`src/rtl/asbf_pkg.sv`:
```
// Shared types, codes and character helpers for the bigram-filtered string extractor.
package asbf_pkg;

    localparam int MAX_MIN_LENGTH = 32;
    localparam int MIN_LENGTH_W   = 6;
    localparam int BYTE_W         = 8;
    localparam int COUNT_W        = 32;
    localparam int KIND_W         = 2;
    localparam int DATA_W         = 32;
    localparam int PADDR_W        = 2;

    localparam logic [MIN_LENGTH_W-1:0] MIN_LENGTH_RESET = 6'd4;
    localparam logic [PADDR_W-1:0]      ADDR_MIN_LENGTH  = 2'd0;

    localparam logic [KIND_W-1:0] KIND_CHAR = 2'd0;
    localparam logic [KIND_W-1:0] KIND_END  = 2'd1;
    localparam logic [KIND_W-1:0] KIND_DONE = 2'd2;

    localparam logic [1:0] EV_NONE      = 2'd0;
    localparam logic [1:0] EV_CLEAR_RUN = 2'd1;
    localparam logic [1:0] EV_APPEND    = 2'd2;
    localparam logic [1:0] EV_EXTEND    = 2'd3;

    localparam logic [1:0] OUT_BYTE   = 2'd0;
    localparam logic [1:0] OUT_PREFIX = 2'd1;
    localparam logic [1:0] OUT_END    = 2'd2;
    localparam logic [1:0] OUT_DONE   = 2'd3;

    typedef struct packed {
        logic [BYTE_W-1:0] byte_in;
        logic              end_of_buffer;
    } in_item_t;

    typedef struct packed {
        logic [KIND_W-1:0]  kind;
        logic [BYTE_W-1:0]  char_out;
        logic [COUNT_W-1:0] string_count;
        logic               last_of_run;
    } out_item_t;

    typedef struct packed {
        logic       load_in;
        logic [1:0] eval_act;
        logic       k_clear;
        logic       k_inc;
        logic       rd_prefix;
        logic       out_load;
        logic [1:0] out_sel;
        logic       out_last;
        logic       start_string;
        logic       end_string;
        logic       clear_buffer;
    } cmd_t;

    typedef struct packed {
        logic in_string;
        logic alnum;
        logic forbid;
        logic run_nonzero;
        logic reach_thr;
        logic last;
        logic k_final;
    } status_t;

    function automatic logic is_alnum(input logic [BYTE_W-1:0] c);
        return (c >= 8'd65 && c <= 8'd90) || (c >= 8'd97 && c <= 8'd122) ||
               (c >= 8'd48 && c <= 8'd57);
    endfunction

    function automatic logic [BYTE_W-1:0] fold_case(input logic [BYTE_W-1:0] c);
        return (c >= 8'd65 && c <= 8'd90) ? c + 8'd32 : c;
    endfunction

    function automatic logic bigram_bad(input logic [BYTE_W-1:0] a,
                                        input logic [BYTE_W-1:0] b);
        logic [BYTE_W-1:0] x;
        logic [BYTE_W-1:0] y;
        logic              bad;
        x = fold_case(a);
        y = fold_case(b);
        case (x)
            "b": bad = y inside {"k", "q", "x"};
            "c": bad = y inside {"b", "f", "g", "j", "p", "v", "w", "x"};
            "d": bad = (y == "x");
            "f": bad = y inside {"k", "q", "v", "x", "z"};
            "g": bad = y inside {"q", "v", "x"};
            "h": bad = y inside {"h", "k", "v", "x", "z"};
            "i": bad = y inside {"y", "i"};
            "j": bad = y inside {"b", "d", "f", "g", "h", "k", "l", "m", "n",
                                 "p", "q", "r", "t", "v", "w", "x", "y", "z"};
            "k": bad = y inside {"g", "q", "v", "x", "z", "p"};
            "l": bad = y inside {"q", "x"};
            "m": bad = y inside {"j", "q", "x", "z"};
            "p": bad = y inside {"q", "v", "x"};
            "q": bad = y inside {"b", "c", "d", "e", "f", "g", "h", "j", "k", "l",
                                 "m", "n", "o", "p", "r", "s", "t", "v", "w", "x",
                                 "y", "z"};
            "u": bad = (y == "u");
            "s": bad = y inside {"x", "z"};
            "t": bad = y inside {"q", "x"};
            "v": bad = y inside {"b", "c", "d", "f", "g", "h", "j", "m", "n", "q",
                                 "t", "w", "x", "z"};
            "w": bad = y inside {"q", "v", "x", "z", "b", "k"};
            "x": bad = y inside {"g", "j", "k", "v", "z", "w", "y"};
            "y": bad = y inside {"d", "j", "q", "v", "z", "w"};
            "z": bad = y inside {"b", "c", "g", "h", "j", "n", "q", "s", "x", "k"};
            default: bad = 1'b0;
        endcase
        return bad;
    endfunction

endpackage

```
`src/rtl/asbf_dpath.sv`:
```
// Datapath: input hold, run state, prefix memory, count and output item register.
module asbf_dpath #(
    parameter int MAX_LEN = asbf_pkg::MAX_MIN_LENGTH
) (
    input  logic                                clk,
    input  logic                                rst_n,
    input  asbf_pkg::in_item_t                  byte_data,
    input  logic [asbf_pkg::MIN_LENGTH_W-1:0]   min_length,
    input  asbf_pkg::cmd_t                      cmd,
    output asbf_pkg::status_t                   status,
    output asbf_pkg::out_item_t                 result_data
);

    localparam int RW = $clog2(MAX_LEN + 1);
    localparam int AW = $clog2(MAX_LEN);

    asbf_pkg::in_item_t              in_reg;
    asbf_pkg::out_item_t             out_reg;
    logic                            in_string_reg, in_string_next;
    logic [RW-1:0]                   run_reg, run_next;
    logic [asbf_pkg::BYTE_W-1:0]     prev_reg, prev_next;
    logic [asbf_pkg::COUNT_W-1:0]    count_reg, count_next;
    logic [AW-1:0]                   k_reg, k_next;
    logic [asbf_pkg::BYTE_W-1:0]     rdata_reg;
    logic [asbf_pkg::BYTE_W-1:0]     prefix_mem [MAX_LEN];

    logic [asbf_pkg::BYTE_W-1:0]     cur_byte;
    logic [RW-1:0]                   thr;
    logic [RW-1:0]                   run_grown;
    logic                            can_store;
    logic [asbf_pkg::COUNT_W-1:0]    count_inc;

    assign cur_byte  = in_reg.byte_in;
    assign can_store = run_reg < RW'(MAX_LEN);
    assign run_grown = can_store ? run_reg + RW'(1) : run_reg;
    assign count_inc = (count_reg == '1) ? count_reg : count_reg + 32'd1;

    always_comb
    begin
        if (min_length < 6'd2)
        begin
            thr = RW'(2);
        end
        else if (min_length > asbf_pkg::MIN_LENGTH_W'(MAX_LEN))
        begin
            thr = RW'(MAX_LEN);
        end
        else
        begin
            thr = min_length[RW-1:0];
        end
    end

    assign status.in_string   = in_string_reg;
    assign status.alnum       = asbf_pkg::is_alnum(cur_byte);
    assign status.forbid      = asbf_pkg::bigram_bad(prev_reg, cur_byte);
    assign status.run_nonzero = (run_reg != '0);
    assign status.reach_thr   = (run_grown >= thr);
    assign status.last        = in_reg.end_of_buffer;
    assign status.k_final     = ((RW'(k_reg) + RW'(1)) == run_reg);

    always_comb
    begin
        in_string_next = in_string_reg;
        run_next       = run_reg;
        prev_next      = prev_reg;
        count_next     = count_reg;
        k_next         = k_reg;
        case (cmd.eval_act)
            asbf_pkg::EV_CLEAR_RUN:
            begin
                run_next = '0;
            end
            asbf_pkg::EV_APPEND:
            begin
                run_next  = run_grown;
                prev_next = cur_byte;
            end
            asbf_pkg::EV_EXTEND:
            begin
                prev_next = cur_byte;
            end
            default:
            begin
            end
        endcase
        if (cmd.k_clear)
        begin
            k_next = '0;
        end
        else if (cmd.k_inc)
        begin
            k_next = k_reg + AW'(1);
        end
        if (cmd.start_string)
        begin
            in_string_next = 1'b1;
            run_next       = '0;
        end
        if (cmd.end_string)
        begin
            count_next     = count_inc;
            in_string_next = 1'b0;
            run_next       = '0;
        end
        if (cmd.clear_buffer)
        begin
            count_next     = '0;
            in_string_next = 1'b0;
            run_next       = '0;
            prev_next      = '0;
        end
    end

    always_ff @(posedge clk or negedge rst_n)
    begin
        if (!rst_n)
        begin
            in_string_reg <= 1'b0;
            run_reg       <= '0;
            prev_reg      <= '0;
            count_reg     <= '0;
            k_reg         <= '0;
        end
        else
        begin
            in_string_reg <= in_string_next;
            run_reg       <= run_next;
            prev_reg      <= prev_next;
            count_reg     <= count_next;
            k_reg         <= k_next;
        end
    end

    always_ff @(posedge clk)
    begin
        if (cmd.load_in)
        begin
            in_reg <= byte_data;
        end
    end

    always_ff @(posedge clk)
    begin
        if (cmd.eval_act == asbf_pkg::EV_APPEND && can_store)
        begin
            prefix_mem[run_reg[AW-1:0]] <= cur_byte;
        end
        if (cmd.rd_prefix)
        begin
            rdata_reg <= prefix_mem[k_reg];
        end
    end

    always_ff @(posedge clk)
    begin
        if (cmd.out_load)
        begin
            out_reg.last_of_run <= cmd.out_last;
            case (cmd.out_sel)
                asbf_pkg::OUT_BYTE:
                begin
                    out_reg.kind         <= asbf_pkg::KIND_CHAR;
                    out_reg.char_out     <= cur_byte;
                    out_reg.string_count <= count_reg;
                end
                asbf_pkg::OUT_PREFIX:
                begin
                    out_reg.kind         <= asbf_pkg::KIND_CHAR;
                    out_reg.char_out     <= rdata_reg;
                    out_reg.string_count <= count_reg;
                end
                asbf_pkg::OUT_END:
                begin
                    out_reg.kind         <= asbf_pkg::KIND_END;
                    out_reg.char_out     <= '0;
                    out_reg.string_count <= count_inc;
                end
                default:
                begin
                    out_reg.kind         <= asbf_pkg::KIND_DONE;
                    out_reg.char_out     <= '0;
                    out_reg.string_count <= count_reg;
                end
            endcase
        end
    end

    assign result_data = out_reg;

endmodule

```
`src/rtl/asbf_ctrl.sv`:
```
// Controller: sequences accept, evaluation, prefix replay and result item issue.
module asbf_ctrl (
    input  logic               clk,
    input  logic               rst_n,
    input  logic               byte_valid,
    output logic               byte_ready,
    output logic               result_valid,
    input  logic               result_ready,
    input  asbf_pkg::status_t  status,
    output asbf_pkg::cmd_t     cmd
);

    localparam logic [2:0] ST_IDLE   = 3'd0;
    localparam logic [2:0] ST_EVAL   = 3'd1;
    localparam logic [2:0] ST_CHAR   = 3'd2;
    localparam logic [2:0] ST_PRE_RD = 3'd3;
    localparam logic [2:0] ST_PRE_EM = 3'd4;
    localparam logic [2:0] ST_END    = 3'd5;
    localparam logic [2:0] ST_DONE   = 3'd6;

    logic [2:0] state_reg, state_next;
    logic       out_valid_reg, out_valid_next;
    logic       slot_free;

    assign slot_free    = !out_valid_reg || result_ready;
    assign byte_ready   = (state_reg == ST_IDLE);
    assign result_valid = out_valid_reg;

    always_comb
    begin
        cmd        = '0;
        state_next = state_reg;
        unique case (state_reg)
            ST_IDLE:
            begin
                if (byte_valid)
                begin
                    cmd.load_in = 1'b1;
                    state_next  = ST_EVAL;
                end
            end
            ST_EVAL:
            begin
                if (status.in_string)
                begin
                    if (!status.alnum || status.forbid)
                    begin
                        state_next = ST_END;
                    end
                    else
                    begin
                        cmd.eval_act = asbf_pkg::EV_EXTEND;
                        state_next   = ST_CHAR;
                    end
                end
                else if (!status.alnum || (status.run_nonzero && status.forbid))
                begin
                    cmd.eval_act = asbf_pkg::EV_CLEAR_RUN;
                    state_next   = status.last ? ST_DONE : ST_IDLE;
                end
                else
                begin
                    cmd.eval_act = asbf_pkg::EV_APPEND;
                    cmd.k_clear  = 1'b1;
                    if (status.reach_thr)
                    begin
                        state_next = ST_PRE_RD;
                    end
                    else
                    begin
                        state_next = status.last ? ST_DONE : ST_IDLE;
                    end
                end
            end
            ST_CHAR:
            begin
                if (slot_free)
                begin
                    cmd.out_load = 1'b1;
                    cmd.out_sel  = asbf_pkg::OUT_BYTE;
                    cmd.out_last = !status.last;
                    state_next   = status.last ? ST_END : ST_IDLE;
                end
            end
            ST_PRE_RD:
            begin
                cmd.rd_prefix = 1'b1;
                state_next    = ST_PRE_EM;
            end
            ST_PRE_EM:
            begin
                if (slot_free)
                begin
                    cmd.out_load = 1'b1;
                    cmd.out_sel  = asbf_pkg::OUT_PREFIX;
                    cmd.out_last = status.k_final && !status.last;
                    if (status.k_final)
                    begin
                        cmd.start_string = 1'b1;
                        state_next       = status.last ? ST_END : ST_IDLE;
                    end
                    else
                    begin
                        cmd.k_inc  = 1'b1;
                        state_next = ST_PRE_RD;
                    end
                end
            end
            ST_END:
            begin
                if (slot_free)
                begin
                    cmd.out_load   = 1'b1;
                    cmd.out_sel    = asbf_pkg::OUT_END;
                    cmd.out_last   = !status.last;
                    cmd.end_string = 1'b1;
                    state_next     = status.last ? ST_DONE : ST_IDLE;
                end
            end
            ST_DONE:
            begin
                if (slot_free)
                begin
                    cmd.out_load     = 1'b1;
                    cmd.out_sel      = asbf_pkg::OUT_DONE;
                    cmd.out_last     = 1'b1;
                    cmd.clear_buffer = 1'b1;
                    state_next       = ST_IDLE;
                end
            end
            default:
            begin
                state_next = ST_IDLE;
            end
        endcase
    end

    always_comb
    begin
        out_valid_next = out_valid_reg;
        if (cmd.out_load)
        begin
            out_valid_next = 1'b1;
        end
        else if (result_ready)
        begin
            out_valid_next = 1'b0;
        end
    end

    always_ff @(posedge clk or negedge rst_n)
    begin
        if (!rst_n)
        begin
            state_reg     <= ST_IDLE;
            out_valid_reg <= 1'b0;
        end
        else
        begin
            state_reg     <= state_next;
            out_valid_reg <= out_valid_next;
        end
    end

    a_eval_after_accept: assert property (@(posedge clk) disable iff (!rst_n)
        (byte_valid && byte_ready) |=> (state_reg == ST_EVAL))
        else $error("accepted item not evaluated next cycle");

    a_load_into_free_slot: assert property (@(posedge clk) disable iff (!rst_n)
        cmd.out_load |-> (!out_valid_reg || result_ready))
        else $error("result item overwritten before it was taken");

    a_prefix_read_first: assert property (@(posedge clk) disable iff (!rst_n)
        (state_reg == ST_PRE_EM) |->
            ($past(state_reg) == ST_PRE_RD || $past(state_reg) == ST_PRE_EM))
        else $error("prefix issued without a memory read");

    a_done_closes_item: assert property (@(posedge clk) disable iff (!rst_n)
        (cmd.out_load && cmd.out_sel == asbf_pkg::OUT_DONE) |->
            (cmd.out_last && cmd.clear_buffer))
        else $error("buffer done item must close the input item");

endmodule

```
`src/rtl/alnum_string_extractor_bigram_filter_core.sv`:
```
// Top level of the bigram-filtered alphanumeric string extractor with its register port.
//
// Input channel byte_valid/byte_ready/byte_data carries one raw byte per item and the
// end_of_buffer flag. Output channel result_valid/result_ready/result_data carries
// result items: string characters, end-of-string markers with the running count, and
// a buffer-done item with the final count. last_of_run marks the last result of a byte.
// min_length is written through the APB port at address 0 (reset value 4).
// An input item that yields no result is only accepted and then evaluated.
// A byte that extends an open string is accepted, evaluated and then issued: its character
// enters the output register from the character state once that register is free.
// Reaching the threshold replays the held prefix from the prefix memory, with one
// registered read and then one issue per character; an end marker or buffer-done item
// is issued from a state of its own. Up to MAX_LEN + 2 results follow one byte.
// The next byte is accepted as soon as the last result of the current one sits in the
// output register, while that item still waits to be taken.
// A stalled receiver holds the output register and the controller waits on it.
// Reset clears the search state, run length, count and output valid; the prefix memory
// is not cleared, since only entries written by the current run are replayed.
module alnum_string_extractor_bigram_filter_core #(
    parameter int MAX_LEN = asbf_pkg::MAX_MIN_LENGTH
) (
    input  logic                              clk,
    input  logic                              rst_n,
    input  logic                              byte_valid,
    output logic                              byte_ready,
    input  asbf_pkg::in_item_t                byte_data,
    output logic                              result_valid,
    input  logic                              result_ready,
    output asbf_pkg::out_item_t               result_data,
    input  logic                              psel,
    input  logic                              penable,
    input  logic                              pwrite,
    input  logic [asbf_pkg::PADDR_W-1:0]      paddr,
    input  logic [asbf_pkg::DATA_W-1:0]       pwdata,
    output logic [asbf_pkg::DATA_W-1:0]       prdata,
    output logic                              pready
);

    logic [asbf_pkg::MIN_LENGTH_W-1:0] min_length_reg, min_length_next;
    asbf_pkg::cmd_t                    cmd;
    asbf_pkg::status_t                 status;

    assign pready = 1'b1;

    always_comb
    begin
        min_length_next = min_length_reg;
        if (psel && penable && pwrite && paddr == asbf_pkg::ADDR_MIN_LENGTH)
        begin
            min_length_next = pwdata[asbf_pkg::MIN_LENGTH_W-1:0];
        end
    end

    always_comb
    begin
        prdata = '0;
        if (paddr == asbf_pkg::ADDR_MIN_LENGTH)
        begin
            prdata = asbf_pkg::DATA_W'(min_length_reg);
        end
    end

    always_ff @(posedge clk or negedge rst_n)
    begin
        if (!rst_n)
        begin
            min_length_reg <= asbf_pkg::MIN_LENGTH_RESET;
        end
        else
        begin
            min_length_reg <= min_length_next;
        end
    end

    asbf_ctrl u_ctrl (
        .clk          (clk),
        .rst_n        (rst_n),
        .byte_valid   (byte_valid),
        .byte_ready   (byte_ready),
        .result_valid (result_valid),
        .result_ready (result_ready),
        .status       (status),
        .cmd          (cmd)
    );

    asbf_dpath #(
        .MAX_LEN (MAX_LEN)
    ) u_dpath (
        .clk         (clk),
        .rst_n       (rst_n),
        .byte_data   (byte_data),
        .min_length  (min_length_reg),
        .cmd         (cmd),
        .status      (status),
        .result_data (result_data)
    );

endmodule

```
`config.mk`:
```
export PLATFORM = sky130hd
export DESIGN_NAME = alnum_string_extractor_bigram_filter_core
export DESIGN_NICKNAME = d
export VERILOG_FILES = /design/src/rtl/asbf_pkg.sv /design/src/rtl/asbf_dpath.sv /design/src/rtl/asbf_ctrl.sv /design/src/rtl/alnum_string_extractor_bigram_filter_core.sv
export SDC_FILE = /design/constraint.sdc
export NUM_CORES = 1
export LEC_CHECK = 0
export ABC_AREA = 1
export BUFFER_PORTS_ARGS = -buffer_cell sky130_fd_sc_hd__buf_2
export CELL_PAD_IN_SITES_DETAIL_PLACEMENT = 1
export CELL_PAD_IN_SITES_GLOBAL_PLACEMENT = 2
export CORE_AREA = 2 2 227 229
export CTS_CLUSTER_SIZE = 24
export DETAILED_ROUTE_END_ITERATION = 8
export DIE_AREA = 0 0 229 231
export GPL_TIMING_DRIVEN = 0
export PLACE_DENSITY_LB_ADDON = 0.1
export RECOVER_POWER = 25
export SLEW_MARGIN = 30
export SYNTH_ARGS = -nofsm -noshare
export SYNTH_HDL_FRONTEND = slang
export SYNTH_SLANG_ARGS = --single-unit
```
`constraint.sdc`:
```
create_clock -name clk -period 10.98 [get_ports clk]
set_input_delay 2.196 -clock clk [delete_from_list [all_inputs] [get_ports clk]]
set_output_delay 2.196 -clock clk [all_outputs]
set_load 0.01 [all_outputs]
```
# Yosys cells after proc, flatten, opt, wreduce, memory -nomap -nowiden
# Memory sizes are Yosys's and may differ from the RTL's. A register that Yosys moved wholly into a read port is not among the register bits.
# Index checks and enable logic that the tools add are counted.
# W data, S select, Z words.
[word_totals]
register_bits = 114
ram_bits = 256
input_bits = 50
output_inout_bits = 78
word_cells = 207
mem_count = 1
[mem_list]
columns = ["memory", "words", "width", "read_ports", "rd_clocked_by_memory_dff", "write_ports", "line_no", "rtl"]
rows = [
  ["u_dpath.prefix_mem", 32, 8, 1, 1, 1, "asbf_dpath.sv:25", "logic [asbf_pkg::BYTE_W-1:0] prefix_mem [MAX_LEN];"],
]
[op_classes]
add_sub_neg = 6
magnitude_cmp = 12
eq_ne = 64
n_mux = 61
n_reduce_logical = 49
[op_table]
columns = ["op", "count"]
rows = [
  ["$eq A8 B7 Y1 const B", 46],
  ["$pmux W42 S3", 1],
  ["$mux W32", 3],
  ["$mux W6", 7],
  ["$mux W3", 13],
  ["$add A32 B1 Y32 const B", 1],
  ["$eq A32 B32 Y1 const B", 1],
  ["$mux W8", 4],
  ["$ge A8 B7 Y1 const B", 3],
  ["$le A8 B7 Y1 const B", 3],
  ["$reduce_bool A6 Y1", 4],
  ["$reduce_bool A22 Y1", 1],
  ["$pmux W3 S7", 1],
  ["$mux W1", 20],
  ["$pmux W1 S19", 1],
  ["$reduce_bool A18 Y1", 1],
  ["$add A8 B6 Y8 const B", 2],
  ["$pmux W4 S4", 1],
  ["$mux W5", 3],
  ["$reduce_bool A5 Y1", 3],
  ["$reduce_bool A14 Y1", 1],
  ["$reduce_bool A2 Y1", 7],
  ["$mux W4", 3],
  ["$pmux W6 S2", 1],
  ["30 further kinds", 61],
]

# Logic depth before layout (Yosys ltp)
[logic_depth]
depth_word = 16
depth_mapped = 27

# Modules after synthesis
# From an unflattened synthesis, not the netlist that was laid out.
[hier_totals]
hier_cells = 1734
area_unflattened_um2 = 17749.5
[by_module_without_submodules]
columns = ["module", "instances", "cells_per_inst", "area_each_um2", "seq_area_each_um2"]
rows = [
  ["asbf_dpath", 1, 1568, 16656.0, 10790.3],
  ["asbf_ctrl", 1, 95, 564.3, 100.1],
  ["alnum_string_extractor_bigram_filter_core", 1, 71, 529.3, 151.4],
]

# Worst setup path before layout
# Ideal clock, no wire load.
[synth_path]
kind = "input to output"
startpoint = "in paddr[1] in the netlist's numbering"
endpoint = "out prdata[0] in the netlist's numbering"
arrival_time_ns = 2.575
t_required_ns = 8.784
slack_ns = 6.209
stages = 3
n_path_buf = 0
path_cell_list = "nor2_1 inv_1 nor2_1"
[synth_between]
elab_chain_cells = 2
[synth_rtl]
columns = ["element", "line_no", "rtl"]
rows = [
  ["from (decl)", "alnum_string_extractor_bigram_filter_core.sv:33", "input logic [asbf_pkg::PADDR_W-1:0] paddr,"],
  ["$logic_not A2 Y1", "alnum_string_extractor_bigram_filter_core.sv:57", "if (paddr == asbf_pkg::ADDR_MIN_LENGTH)"],
  ["$mux W6", "alnum_string_extractor_bigram_filter_core.sv:57", ""],
  ["to (decl)", "alnum_string_extractor_bigram_filter_core.sv:35", "output logic [asbf_pkg::DATA_W-1:0] prdata,"],
]
# No other way between the ends.

# Final worst setup path
[layout_path]
startpoint = "reg u_dpath.in_reg, in the netlist u_dpath.cur_byte[4]"
endpoint = "mem u_dpath.prefix_mem[12][2] in the netlist's numbering, enable pin"
[layout_between]
elab_chain_cells = 15
[layout_rtl]
columns = ["element", "line_no", "rtl"]
rows = [
  ["from (decl)", "asbf_dpath.sv:17", "asbf_pkg::in_item_t in_reg;"],
  ["from (signal assigned)", "asbf_dpath.sv:139", "in_reg <= byte_data;"],
  ["$ge A8 B7 Y1 or $le A8 B7 Y1 (tied branches)", "asbf_pkg.sv:66, asbf_pkg.sv:71", ""],
  ["$logic_and A1 B1 Y1", "asbf_pkg.sv:66, asbf_pkg.sv:71", ""],
  ["$mux W8", "asbf_pkg.sv:71", "return (c >= 8'd65 && c <= 8'd90) ? c + 8'd32 : c;"],
  ["$eq A8 B7 Y1, or another cell as far along", "n/a", ""],
  ["$reduce_bool A22 Y1, or another cell as far along", "asbf_pkg.sv:95", "\"q\": bad = y inside {\"b\", \"c\", \"d\", \"e\", \"f\", \"g\", \"h\", \"j\", \"k\", \"l\","],
  ["$pmux W1 S19", "asbf_pkg.sv:81", "case (x)"],
  ["$logic_and A1 B1 Y1", "asbf_ctrl.sv:56", "else if (!status.alnum || (status.run_nonzero && status.forbid))"],
  ["$logic_or A1 B1 Y1", "asbf_ctrl.sv:56", ""],
  ["$mux W2", "asbf_ctrl.sv:56", ""],
  ["$mux W2 *", "asbf_ctrl.sv:44", "if (status.in_string)"],
  ["$mux W3 *", "asbf_ctrl.sv:33", "unique case (state_reg)"],
  ["$eq A2 B2 Y1 *", "asbf_dpath.sv:145", "if (cmd.eval_act == asbf_pkg::EV_APPEND && can_store)"],
  ["$logic_and A1 B1 Y1 *", "asbf_dpath.sv:145", ""],
  ["$mux W1 *", "asbf_dpath.sv:145", ""],
  ["$mux W1 (not written as such) *", "asbf_dpath.sv:147", "prefix_mem[run_reg[AW-1:0]] <= cur_byte;"],
  ["to (decl)", "asbf_dpath.sv:25", ""],
]
# Mark *: on every way between the ends. The rest lies on a longest branch, timed or not.

==> results <==
- In the layout the commonest cells are 316 x sky130_fd_sc_hd__edfxtp_1, 280 x sky130_fd_sc_hd__nor2_1, 210 x sky130_fd_sc_hd__o21ai_0.
- For the worst setup path, the data arrival time is between 5 and 6 ns.
- The total wire length after detailed routing is a little under 60000 µm.
- The endpoint of the worst hold-timing path is min_length_reg[2].
- In this run, synthesis inferred around 320 flip-flops with an integrated enable.
- The final cell count without fillers is between 2000 and 3000.
- The hold violation count in the final report is 0.
- The clock skew is around 0.027 ns.
- The smallest clock period supported by the final layout is computed as 5.31 ns.
- For this block, the initial DRC count from the detailed router was 944.
- The total power per unit cell area is between 200 and 300 nW/µm².
- The number of antenna violations at the first check in global routing is 0.
- The worst hold path begins at min_length_reg[2].
- The number of placement rows is 83.
- The initial cell density of the core is between 30% and 40%.
- In this run the worst path has a maximum fanout of 13.
- During I/O placement, the number of pins put on the boundary was 128.
- The kind of critical path is reg -> reg.
- The TritonCTS clock tree is built.
- The average wire per cell in the routed design is 23.3 µm.
- At the worst endpoint, the required time is between 10 and 15 ns.
- For flop-to-flop paths, the worst setup slack is 5.67 ns.
- The HPWL after detailed placement is 42700 µm.
- The first global-routing pass estimated slightly below 90000 µm of wire.
- Cells with a size suffix above 1 make up about an eighth of the layout.
- The later-pin clock latency in the skew report is approximately 0.59 ns.
- The critical path startpoint category is a flip-flop.
- The startpoint of the most critical register-to-register path is u_dpath.cur_byte[4].
- The flow ran to the end, and the final reports show no timing, DRC or antenna violations.
- The area of the die is roughly 53000 µm².
- After clock tree synthesis, the repair step resized 0 gates.
- The average cell area after synthesis is approximately 10 µm².
- The cell area after placement is 19100 µm².
- The maximum ir drop on the vdd rail is approximately 120 µV.
- The static leakage is 7.69 nW.
- OpenSTA, run right after detailed placement, puts the worst setup slack at roughly 5.4 ns.
- Across the run, the number of max-cap violations was 0.
- After synthesis, the netlist uses 52 different library cells.
- The post-cts hold buffer count is 0.
- After synthesis the netlist holds a flip-flop and latch count of between 300 and 400.
- The longest clock path from root to sink contains 3 buffers.
- The die is 229 µm wide.
- In the final timing run, aggregate negative setup slack is 0 ns.
- At the end of routability-driven placement, the weighted congestion stood at 0.857.
- The actual slew at the worst max-slew pin is just under 1 ns.
- The maximum number of pins on one net before global-route repair is 42.
- Global routing used roughly 22% of the available tracks across all layers.
- The worst setup path is captured at a flip-flop.
- The portion of the post-synthesis area used by sequential elements is a little over three fifths.
- The buffers inserted during post-CTS setup optimization is 0.
- Net switching is a little under two fifths of the power.
- The most used flip-flop cell after synthesis is sky130_fd_sc_hd__edfxtp_1.
- Clock-pin slew was measured on the worst setup and hold paths at about 0.06 ns.
- The layout has 5695 filler cells.
- The upper clock frequency limit is between 150 and 200 MHz.
- The clock tree synthesis step divided the H-tree into 2 levels.
- Global routing finished with a remaining overflow of 0.
- The analysis attributes to net switching a power of 2.02 mW.
- After the last flow step, the layout net total stands at 1900.
- The first detailed-routing pass took 5 iterations.
- The final number of setup-violating endpoints is 0.
- The synthesized instance count is around 1700.
- The worst hold margin is between 0.5 and 0.6 ns.
- The utilization after layout is 40.6%.
- Dividing the detail-routed via count by the number of cells gives approximately 5.3.
- The area of the mapped netlist is between 15000 and 20000 µm².
- The class of the tightest hold or removal check is reg -> reg.
- Once routing completed, OpenROAD measured the worst setup slack at around 5.7 ns.
- For this run, the number of Yosys warnings is 0.
- The number of pins with negative max-slew slack in the final report is 0.
- The internal portion of the total power is approximately 3.3 mW.
- The count of input and output buffers is 74.
- The via count of the first global-routing pass is 13700.
- The worst hold path passes through 2 cells.
- After detailed routing, the number of remaining DRC violations is 0.
- The total power consumption of the routed design is around 5.3 mW.
- Buffers inserted during clock tree synthesis total 44.
- The register with the most flip-flops in the layout has around 260 of them.
- The sequential power share is a little under two fifths.
- The total number of vias is around 13000.
- The layout overhead on the synthesized area is 17.5%.
- The fraction of the cycle the final worst path needs is 48.3%.
- The most common cell after layout, fill and taps aside is sky130_fd_sc_hd__edfxtp_1.
- Counting flops with an async set or reset pin after synthesis yields a share of between 10% and 20%.
- For this design, the sink count on the clock tree is roughly 380.
- The number of cells on the worst reg-to-reg path is 24.
- The number of antenna diodes in the final layout is 0.
- The floorplan step set the die height to ~230 µm.
- The clock tree root driver cell is sky130_fd_sc_hd__clkbuf_16.
- The reg-to-reg endpoint is u_dpath.prefix_mem[12][2].
- The proportion of power drawn by combinational gates is ~33%.
- Setup repair after global routing left no endpoint under its margin.
- The antenna violation net count after detailed routing is 0.
- The area of the core is 50700 µm².
- The relative slew slack is 34.8%.
- The total placed cells including tap cells is roughly 2500.
- The portion of total power attributed to the clock network is between 20% and 30%.
- After routing the design area is between 20000 and 25000 µm².
critical path: stages, from the launching register on:
cell and delay (ns):
sky130_fd_sc_hd__edfxtp_1 0.61, sky130_fd_sc_hd__clkbuf_1 0.73, sky130_fd_sc_hd__inv_1 0.35, sky130_fd_sc_hd__nor2_1 0.27, sky130_fd_sc_hd__nand3_1 0.12, sky130_fd_sc_hd__nand2_1 0.08, sky130_fd_sc_hd__nand2_2 0.07, sky130_fd_sc_hd__nand2_2 0.07
sky130_fd_sc_hd__nand2_1 0.08, sky130_fd_sc_hd__nand3_1 0.09, sky130_fd_sc_hd__nor2_1 0.11, sky130_fd_sc_hd__buf_6 0.16, sky130_fd_sc_hd__o21ai_2 0.11, sky130_fd_sc_hd__nand3_1 0.16, sky130_fd_sc_hd__nand2_1 0.08, sky130_fd_sc_hd__nand2_1 0.06
sky130_fd_sc_hd__nor2_1 0.08, sky130_fd_sc_hd__nand2_1 0.07, sky130_fd_sc_hd__nor2_2 0.16, sky130_fd_sc_hd__nand4_4 0.15, sky130_fd_sc_hd__nand2_2 0.12, sky130_fd_sc_hd__nand2_4 0.11, sky130_fd_sc_hd__nor2_8 0.18, sky130_fd_sc_hd__nand2_4 0.17
sky130_fd_sc_hd__nor2_1 0.74
kinds of logic (layout without fill, tap and decap cells):
group | Yosys count | after routing | share of synthesized area (%)
DFF | 378 | 378 | 63.1
other | 2 | 27 | 0.0429
and+or+nand+nor | 619 | 619 | 15.0
adders and majority gates | 15 | 15 | 1.07
buffers and inverters | 229 | 399 | 5.63
AOI/OAI and AO/OA | 397 | 397 | 13.4
xor gates and xnor gates | 33 | 33 | 1.65
per-layer routing:
layer	vias to the layer above	global-route usage [%]	routed length [µm]
met5	-	0	0
met4	0	6.88	1540
met3	79	3.15	3240
met2	350	36.0	27300
met1	6763	31.4	27300
li1	6217	-	-
power groups by stage:
| stage | combinational [mW] | clock (mW) | sequential, mW |
|---|---|---|---|
| 2_1_floorplan | 0.948 | 0 | 2.02 |
| 3_3_place_gp | 1.62 | 0 | 2.07 |
| 3_5_place_dp | 1.74 | 0 | 2.01 |
| 5_1_grt | 1.90 | 1.66 | 2.00 |
| 6_report | 1.73 | 1.58 | 1.97 |
| 4_1_cts | 1.75 | 1.61 | 1.98 |
synth_stat cells (all sizes together), types with 2 or more instances:
master  number  area share (%)
o211ai       4            0.17
conb         2           0.043
xor2        31             1.6
o41ai        2            0.10
nor4        11            0.39
a31oi        8            0.29
o21ai      220             6.4
nand3b       2           0.086
o31ai        6            0.29
nand2      195             4.5
a21oi       35             1.0
ha          15             1.1
clkinv       2           0.043
dfrtp       61             8.7
nand4       17            0.69
nor3        28            0.80
inv        127             2.7
o22ai       48             1.7
clkbuf      68             1.5
o221ai      34             1.7
edfxtp     316              54
xnor2        2            0.10
a32oi        7            0.35
nor2       305             6.8
nand3       59             1.7
a22oi        9            0.39
o21a         2           0.086
o21bai      13            0.56
buf         32             1.4
a21o         5            0.21
area by class of cell:
class | instances | area, µm² | share of cell area, %
sequential | 378 | 11000 | 53.7
buffer | 100 | 500 | 2.43
clock inverter | 29 | 413 | 2.01
clock buffer | 50 | 1140 | 5.57
multi-input combinational | 1091 | 5620 | 27.3
inverter | 129 | 484 | 2.36
tap | 680 | 851 | 4.14
timing repair buffer | 91 | 503 | 2.45
worst max-delay path by stage:
stage,startpoint,slack [ns],cells after the start,to
after floorplan,paddr[1],6.21,3,prdata[0]
after global placement,u_dpath.cur_byte[4],5.13,21,u_dpath.prefix_mem[23][6]
after detailed placement,result_ready,5.42,10,u_dpath.result_data[28]
after CTS,paddr[1],5.99,5,prdata[4]
after global routing,u_dpath.cur_byte[4],5.23,24,u_dpath.prefix_mem[12][2]
final,u_dpath.cur_byte[4],5.67,24,u_dpath.prefix_mem[12][2]
Note: power is estimated with default switching activity, not from simulation.
